`config.mk`:
```
export PLATFORM = sky130hd
export DESIGN_NAME = wds_arrive
export DESIGN_NICKNAME = d
export VERILOG_FILES = /design/src/hdl/wds_pkg.sv /design/src/hdl/wds_arrive.sv
export SDC_FILE = /design/constraint.sdc
export NUM_CORES = 2
export LEC_CHECK = 0
export BUFFER_PORTS_ARGS = -buffer_cell sky130_fd_sc_hd__clkbuf_2
export CAP_MARGIN = 5
export CORE_ASPECT_RATIO = 1.75
export CORE_MARGIN = 4
export CORE_UTILIZATION = 55
export CTS_BUF_LIST = sky130_fd_sc_hd__clkbuf_8
export DETAILED_ROUTE_END_ITERATION = 10
export PLACE_DENSITY = 0.82
export SLEW_MARGIN = 0
export SYNTH_ARGS = -nofsm -noshare
export SYNTH_HDL_FRONTEND = slang
export SYNTH_SLANG_ARGS = --single-unit
```
`constraint.sdc`:
```
create_clock -name clock -period 13 [get_ports clock]
set_clock_uncertainty 0.2 [all_clocks]
set_input_delay 2.6 -clock clock [delete_from_list [all_inputs] [get_ports clock]]
set_output_delay 2.6 -clock clock [all_outputs]
set_load 0.03 [all_outputs]
```
`src/hdl/wds_pkg.sv`:
```
// waypoint dwell sequencer: shared types, register codes and fixed-point constants
// no dependencies; used by the channel interfaces, wds_arrive and the top level
package wds_pkg;

   localparam int unsigned FIELD_W     = 16;   // packed waypoint and gain fields
   localparam int unsigned WP_W        = 48;   // three packed fields
   localparam int unsigned STICK_W     = 16;
   localparam int unsigned SWITCH_W    = 16;
   localparam int unsigned NOW_W       = 32;
   localparam int unsigned DWELL_W     = 32;
   localparam int unsigned RAD_W       = 15;
   localparam int unsigned RSQ_W       = 2 * RAD_W;
   localparam int unsigned SQSUM_W     = RSQ_W + 2;
   localparam int unsigned PROD_W      = 2 * STICK_W;
   localparam int unsigned STICK_SHIFT = 14;
   localparam int unsigned OFF_W       = PROD_W - STICK_SHIFT;
   localparam int unsigned SUM_W       = OFF_W + 2;
   localparam int unsigned CSR_INDEX_W = 3;
   localparam int unsigned CSR_DATA_W  = 48;

   // 0.6 m in Q8.12, rounded down
   localparam logic signed [SUM_W-1:0] TOOL_X_MAX = 20'sd2457;

   localparam logic [DWELL_W-1:0] DWELL_FIRST_RST  = 32'd500;
   localparam logic [DWELL_W-1:0] DWELL_SECOND_RST = 32'd1000;

   localparam logic [1:0] PHASE_NUM_A    = 2'd0;
   localparam logic [1:0] PHASE_NUM_B    = 2'd1;
   localparam logic [1:0] PHASE_NUM_C    = 2'd2;
   localparam logic [1:0] PHASE_NUM_HOLD = 2'd3;

   typedef enum logic [CSR_INDEX_W-1:0] {
      REG_WAYPOINT_A    = 3'd0,
      REG_WAYPOINT_B    = 3'd1,
      REG_WAYPOINT_C    = 3'd2,
      REG_AXIS_SCALES   = 3'd3,
      REG_TOOL_THICK    = 3'd4,
      REG_ARRIVE_RADIUS = 3'd5,
      REG_DWELL_FIRST   = 3'd6,
      REG_DWELL_SECOND  = 3'd7
   } csr_reg_type;

   typedef enum logic [3:0] {
      PH_WP_A = 4'b0001,
      PH_WP_B = 4'b0010,
      PH_WP_C = 4'b0100,
      PH_HOLD = 4'b1000
   } phase_type;

   // load strobes for the two arrival pipeline stages
   typedef struct packed {
      logic s2;
      logic s3;
   } stage_en_type;

   function automatic logic [1:0] phase_code(input phase_type ph);
      logic [1:0] code;
      case (ph)
         PH_WP_A: code = PHASE_NUM_A;
         PH_WP_B: code = PHASE_NUM_B;
         PH_WP_C: code = PHASE_NUM_C;
         PH_HOLD: code = PHASE_NUM_HOLD;
         default: code = PHASE_NUM_A;
      endcase
      return code;
   endfunction

endpackage

```
`src/hdl/wds_arrive.sv`:
```
// waypoint dwell sequencer: arrival test of the tray against one waypoint
// two registered stages (abs distance and squares, then sum and compare); uses wds_pkg
module wds_arrive #(
   parameter int unsigned POS_WIDTH = 16
) (
   input  logic                               clock,
   input  wds_pkg::stage_en_type              stage_en,
   input  logic signed [POS_WIDTH-1:0]        tray_x,
   input  logic signed [POS_WIDTH-1:0]        tray_y,
   input  logic signed [POS_WIDTH-1:0]        tray_z,
   input  logic [wds_pkg::WP_W-1:0]           waypoint,
   input  logic [wds_pkg::RAD_W-1:0]          radius,
   input  logic [wds_pkg::RSQ_W-1:0]          radius_sq,
   output logic                               arrived
);

   localparam int unsigned DW = ((POS_WIDTH > wds_pkg::FIELD_W) ? POS_WIDTH
                                                                : wds_pkg::FIELD_W) + 1;

   logic signed [POS_WIDTH-1:0]      tray_axis [3];
   logic [2:0]                       far_in;
   logic [2:0]                       far_ff;
   logic [wds_pkg::RSQ_W-1:0]        sq_in [3];
   logic [wds_pkg::RSQ_W-1:0]        sq_ff [3];
   logic [wds_pkg::SQSUM_W-1:0]      sum_sq;
   logic                             arrived_in;
   logic                             arrived_ff;

   assign tray_axis[0] = tray_x;
   assign tray_axis[1] = tray_y;
   assign tray_axis[2] = tray_z;

   for (genvar i = 0; i < 3; i++) begin : g_axis
      logic signed [wds_pkg::FIELD_W-1:0] wp_axis;
      logic signed [DW-1:0]               diff;
      logic [DW-1:0]                      axis_dist;

      assign wp_axis   = $signed(waypoint[wds_pkg::FIELD_W*i +: wds_pkg::FIELD_W]);
      assign diff      = DW'(tray_axis[i]) - DW'(wp_axis);
      assign axis_dist = diff[DW-1] ? DW'(-diff) : DW'(diff);
      // beyond the radius on one axis means not arrived; keeps the squares narrow
      assign far_in[i] = axis_dist > DW'(radius);
      assign sq_in[i]  = axis_dist[wds_pkg::RAD_W-1:0] * axis_dist[wds_pkg::RAD_W-1:0];
   end

   always_ff @(posedge clock) begin
      if (stage_en.s2) begin
         far_ff <= far_in;
         sq_ff  <= sq_in;
      end
   end

   assign sum_sq     = wds_pkg::SQSUM_W'(sq_ff[0]) + wds_pkg::SQSUM_W'(sq_ff[1])
                     + wds_pkg::SQSUM_W'(sq_ff[2]);
   assign arrived_in = ~(|far_ff) && (sum_sq < wds_pkg::SQSUM_W'(radius_sq));

   always_ff @(posedge clock) begin
      if (stage_en.s3) begin
         arrived_ff <= arrived_in;
      end
   end

   assign arrived = arrived_ff;

endmodule

```
# Word-level counts from Yosys, hierarchy flattened
# Index checks and enable logic that the tools add are counted.
[op_classes]
n_mux = 3
add_sub_neg = 8
n_reduce_logical = 2
n_lt_le_gt_ge = 4
bitwise_logic = 1
multipliers = 3
[ops]
columns = ["cell", "count"]
rows = [
  ["$mul 15x15->30", 3],
  ["$gt 17x15->1", 3],
  ["$mux 17", 3],
  ["$neg 17->17", 3],
  ["$sub 16x16->17", 3],
  ["$add 31x30->32", 1],
  ["$lt 32x30->1", 1],
  ["$add 30x30->31", 1],
  ["$reduce_or 3->1", 1],
  ["$logic_and 1x1->1", 1],
  ["$not 1->1", 1],
]
[word_totals]
regBits = 94

# Depth between registers and ports, before layout
[logic_depth]
ltp_word = 4
mapped_depth = 37
mapped_depth_nobuf = 36

# Worst setup path after synthesis
# No wires, ideal clock.
[synth_timing]
path_kind = "input -> register"
startpoint = "input tray_y[0]"
endpoint = "register sq_ff[59] (netlist name) (data pin)"
path_stages = 35
t_arrival_ps = 11064
path_buffers = 1
setup_slack_ps = 1476
cell_sequence = "inv_1 ha_1 inv_1 fa_1 a211oi_1 o21ai_1 a221o_1 a211o_1 and2_1 o21ai_1 buf_2 o31ai_1 xor2_1 clkinv_1 nand2_1 inv_1 fa_1 inv_1 fa_1 inv_1 fa_1 fa_1 fa_1 inv_1 fa_1 inv_1 ha_1 nand3_1 o21ai_0 a41oi_1 a2111oi_0 a31oi_1 o21ai_0 xor2_1 xnor2_1"
[synth_lines]
columns = ["element", "line", "text"]
rows = [
  ["start: declaration", "wds_arrive.sv:9", "input logic signed [POS_WIDTH-1:0] tray_y,"],
  ["end signal: assignment", "wds_arrive.sv:49", "sq_ff <= sq_in;"],
  ["end: declaration", "wds_arrive.sv:24", "logic [wds_pkg::RSQ_W-1:0] sq_ff [3];"],
]

==> load_flow_metrics.sql <==
INSERT INTO impl_metrics (metric_group, metric, value, unit) VALUES
('sta', 'final-setup-viol-count', '0', ''),
('finish', 'design_area', '29900', 'sq um'),
('setup_path', 'element_type_at_the_critical_path_start', 'primary input', ''),
('synthesis', 'syn_avg_cell_area', '8.939', 'sq um'),
('die', 'io_pins', '145', ''),
('synthesis', 'syn-instance-count', '3132', ''),
('synthesis', 'syn_area', '28000', 'sq um'),
('setup_path', 'cp-end-kind', 'register', ''),
('drt', 'dr_wl_met2', '37420', 'um'),
('die', 'initial_utilization', '0.5548', ''),
('finish', 'layout-drive-gt1-share', '0.07178', ''),
('drt', 'drcViolationCount', '0', ''),
('global_routing', 'grt_start_max_net_pins', '51', ''),
('die', 'placeableCoreArea', '50460', 'sq um'),
('sta', 'timing.final.max_slew_violations', '0', ''),
('setup_path', 'worst-setup-path-type', 'in -> reg', ''),
('synthesis', 'synth_area_leaders', 'sky130_fd_sc_hd__fa_1, sky130_fd_sc_hd__ha_1, sky130_fd_sc_hd__inv_1', ''),
('placed_design', 'placed_cell_area', '29700', 'sq um'),
('die', 'die_width', '178.6', 'um'),
('min_path', 'worstHoldPathType', 'reg -> reg', ''),
('synthesis', 'netlist.top_cell.by_area', 'sky130_fd_sc_hd__fa_1', ''),
('finish', 'antenna-diode-count', '0', ''),
('setup_path', 'cp_common_cell', 'sky130_fd_sc_hd__inv_1', ''),
('setup_path', 'slowest_stage', 'sky130_fd_sc_hd__a2111oi_0', ''),
('sta', 'hold_ws', '0.5928', 'ns'),
('sta', 'period_share', '0.9515', ''),
('drt', 'routedLengthMet1', '23450', 'um'),
('clock_network', 'cts_num_sinks', '91', ''),
('drt', 'detailroute.via_count', '22500', ''),
('drt', 'ant_nets', '0', ''),
('synthesis', 'yosysWarningCount', '0', ''),
('setup_path', 'critical_path.max_stage_delay', '0.80', 'ns'),
('setup_path', 'cp_data_required_time', '12.93', 'ns'),
('placed_design', 'gpl.final_weighted_congestion', '0.9618', ''),
('drt', 'detail_route.vias_per_cell', '5.690', ''),
('die', 'placement_rows', '109', ''),
('sta', 'rsz0062_at_grt', 'no', ''),
('placed_design', 'minimum_setup_slack_after_placement', '0.3651', 'ns'),
('sta', 'worst_pin_slew', '0.9676', 'ns'),
('drt', 'routed_wire_length_per_instance', '18.02', 'um'),
('clock_network', 'post_cts_buffers', '0', ''),
('synthesis', 'ys_ff_latch', '91', ''),
('global_routing', 'antenna_found_initial', '0', ''),
('finish', 'fillCellCount', '4453', ''),
('clock_network', 'path_clk_slew', '0.10', 'ns'),
('drt', 'drt_pass1_iterations', '6', ''),
('drt', 'met3WireLength', '3778', 'um'),
('status', 'result_of_the_run', 'completed', ''),
('synthesis', 'synth_seq_area_share', '0.09760', ''),
('clock_network', 'cts_max_level', '3', ''),
('synthesis', 'yosysTopAreaCellShare', '0.3160', ''),
('setup_path', 'crit_path_max_fanout', '11', ''),
('global_routing', 'grt-ovfl-total', '0', ''),
('sta', 'final_critical_path_setup_slack', '0.6309', 'ns'),
('clock_network', 'clk_root_buffer_cell', 'sky130_fd_sc_hd__clkbuf_8', ''),
('setup_path', 'worst_ep_arrival_time', '12.30', 'ns'),
('finish', 'nNetsFinal', '4283', ''),
('sta', 'relSlewSlack', '0.3382', ''),
('synthesis', 'ys_types', '77', ''),
('clock_network', 'cts_buffers', '9', ''),
('die', 'dieArea', '54720', 'sq um'),
('clock_network', 'cts-root-to-sink-buffers', '2', ''),
('placed_design', 'dp.final_hpwl', '61530', 'um'),
('finish', 'area_growth_syn_to_layout', '6.797', '%'),
('drt', 'drt_first_iter_violations', '1290', ''),
('synthesis', 'synth-async-reset-ratio', '0', ''),
('sta', 'fmax', '80.85', 'MHz'),
('sta', 'fin_crit', '12.37', 'ns'),
('sta', 'hold_viol_final', '0', ''),
('clock_network', 'cts_tree', 'built', ''),
('global_routing', 'grt_pass1_wl', '115700', 'um');
cells in the mapped netlist (7+ instances only):
library cell / number
sky130_fd_sc_hd__clkbuf_1: 45
sky130_fd_sc_hd__inv_1: 736
sky130_fd_sc_hd__ha_1: 414
sky130_fd_sc_hd__nand2b_1: 17
sky130_fd_sc_hd__o21bai_1: 26
sky130_fd_sc_hd__or3_1: 19
sky130_fd_sc_hd__nand4_1: 22
sky130_fd_sc_hd__nor4_1: 12
sky130_fd_sc_hd__and2_1: 23
sky130_fd_sc_hd__edfxtp_1: 91
sky130_fd_sc_hd__o211ai_1: 12
sky130_fd_sc_hd__nand2_1: 250
sky130_fd_sc_hd__fa_1: 442
sky130_fd_sc_hd__nor3_1: 34
sky130_fd_sc_hd__a21boi_0: 9
sky130_fd_sc_hd__a211o_1: 12
sky130_fd_sc_hd__clkinv_1: 8
sky130_fd_sc_hd__a21o_1: 51
sky130_fd_sc_hd__o21ai_0: 85
sky130_fd_sc_hd__o31ai_1: 8
sky130_fd_sc_hd__xor2_1: 60
sky130_fd_sc_hd__a31oi_1: 20
sky130_fd_sc_hd__nor2b_1: 28
sky130_fd_sc_hd__a211oi_1: 15
sky130_fd_sc_hd__xnor2_1: 127
sky130_fd_sc_hd__and3_1: 13
sky130_fd_sc_hd__inv_2: 7
sky130_fd_sc_hd__a21oi_1: 125
sky130_fd_sc_hd__nand3_1: 31
sky130_fd_sc_hd__nor2_1: 209
sky130_fd_sc_hd__o21a_1: 57
placed cells by master (no fill, tap or decap), types with 7 or more instances in the layout:
master	n
sky130_fd_sc_hd__a211o_1	12
sky130_fd_sc_hd__a211oi_1	15
sky130_fd_sc_hd__a21boi_0	9
sky130_fd_sc_hd__a21o_1	51
sky130_fd_sc_hd__a21oi_1	125
sky130_fd_sc_hd__a31oi_1	20
sky130_fd_sc_hd__and2_1	23
sky130_fd_sc_hd__and3_1	13
sky130_fd_sc_hd__buf_4	43
sky130_fd_sc_hd__clkbuf_2	143
sky130_fd_sc_hd__clkbuf_8	9
sky130_fd_sc_hd__clkinv_1	9
sky130_fd_sc_hd__edfxtp_1	91
sky130_fd_sc_hd__fa_1	442
sky130_fd_sc_hd__ha_1	414
sky130_fd_sc_hd__inv_1	737
sky130_fd_sc_hd__inv_2	7
sky130_fd_sc_hd__nand2_1	250
sky130_fd_sc_hd__nand2b_1	17
sky130_fd_sc_hd__nand3_1	31
sky130_fd_sc_hd__nand4_1	22
sky130_fd_sc_hd__nor2_1	209
sky130_fd_sc_hd__nor2b_1	28
sky130_fd_sc_hd__nor3_1	34
sky130_fd_sc_hd__nor4_1	12
sky130_fd_sc_hd__o211ai_1	12
sky130_fd_sc_hd__o21a_1	57
sky130_fd_sc_hd__o21ai_0	85
sky130_fd_sc_hd__o21bai_1	26
sky130_fd_sc_hd__o31ai_1	8
sky130_fd_sc_hd__or3_1	19
sky130_fd_sc_hd__xnor2_1	126
sky130_fd_sc_hd__xor2_1	60
per-stage QoR:
stage                 util  cells
finish              0.5926   3954
global route        0.5926   3954
CTS                 0.5926   3954
detailed placement  0.5886   3938
global placement    0.5886   3938
floorplan                -   3133
layout make-up:
| cell class | count | area [sq um] | share of cell area |
|---|---|---|---|
| clock buffer | 9 | 123.9 | 0.004143 |
| sequential | 91 | 2733 | 0.09139 |
| timing repair buffer | 186 | 1039 | 0.03473 |
| clock inverter | 7 | 75.07 | 0.002511 |
| inverter | 751 | 2819 | 0.09428 |
| tap | 666 | 833.3 | 0.02787 |
| multi-input combinational | 2244 | 22280 | 0.7451 |
kinds of logic after synthesis:
logic type,Yosys count,synth area share
AO/OA/AOI/OAI,495,0.1182
XOR/XNOR,191,0.06082
adder cells (fa/ha/maj),856,0.5011
buffers and inverters,798,0.1071
flip-flops,91,0.09760
multiplexers,6,0.002279
other,2,0.0002682
AND/OR/NAND/NOR,693,0.1128
sequential cells by signal, indices dropped and copies added (netlist names):
register and cells:
sq_ff 87, arrived 1, far_ff 3
final timing paths:
| path | from | to | slack (ns) | cells past startpoint |
|---|---|---|---|---|
| setup / recovery | tray_y[0] | sq_ff[59] | 0.63 | 34 |
| hold / removal | far_ff[2] | arrived | 0.59 | 4 |
| setup reg to reg | sq_ff[5] | arrived | 6.96 | 18 |
| hold reg to reg | far_ff[2] | arrived | 0.59 | 4 |
worst reg2reg max path, delay by kind of cell, from the launching register on:
family,cells,cell delay (ns)
AOI/OAI and AO/OA,12,3.62
xor gates and xnor gates,1,0.12
adders and majority gates,3,1.06
DFF,1,0.43
and+or+nand+nor,2,0.45
per-layer routing:
metal	vias up	global-route usage
met5	-	0
met4	0	0.1899
met3	341	0.02800
met2	867	0.4853
met1	10940	0.2840
li1	10350	-
Power is not shown: default switching activity piles up to over one toggle a cycle in this logic, so the estimate is an artifact.
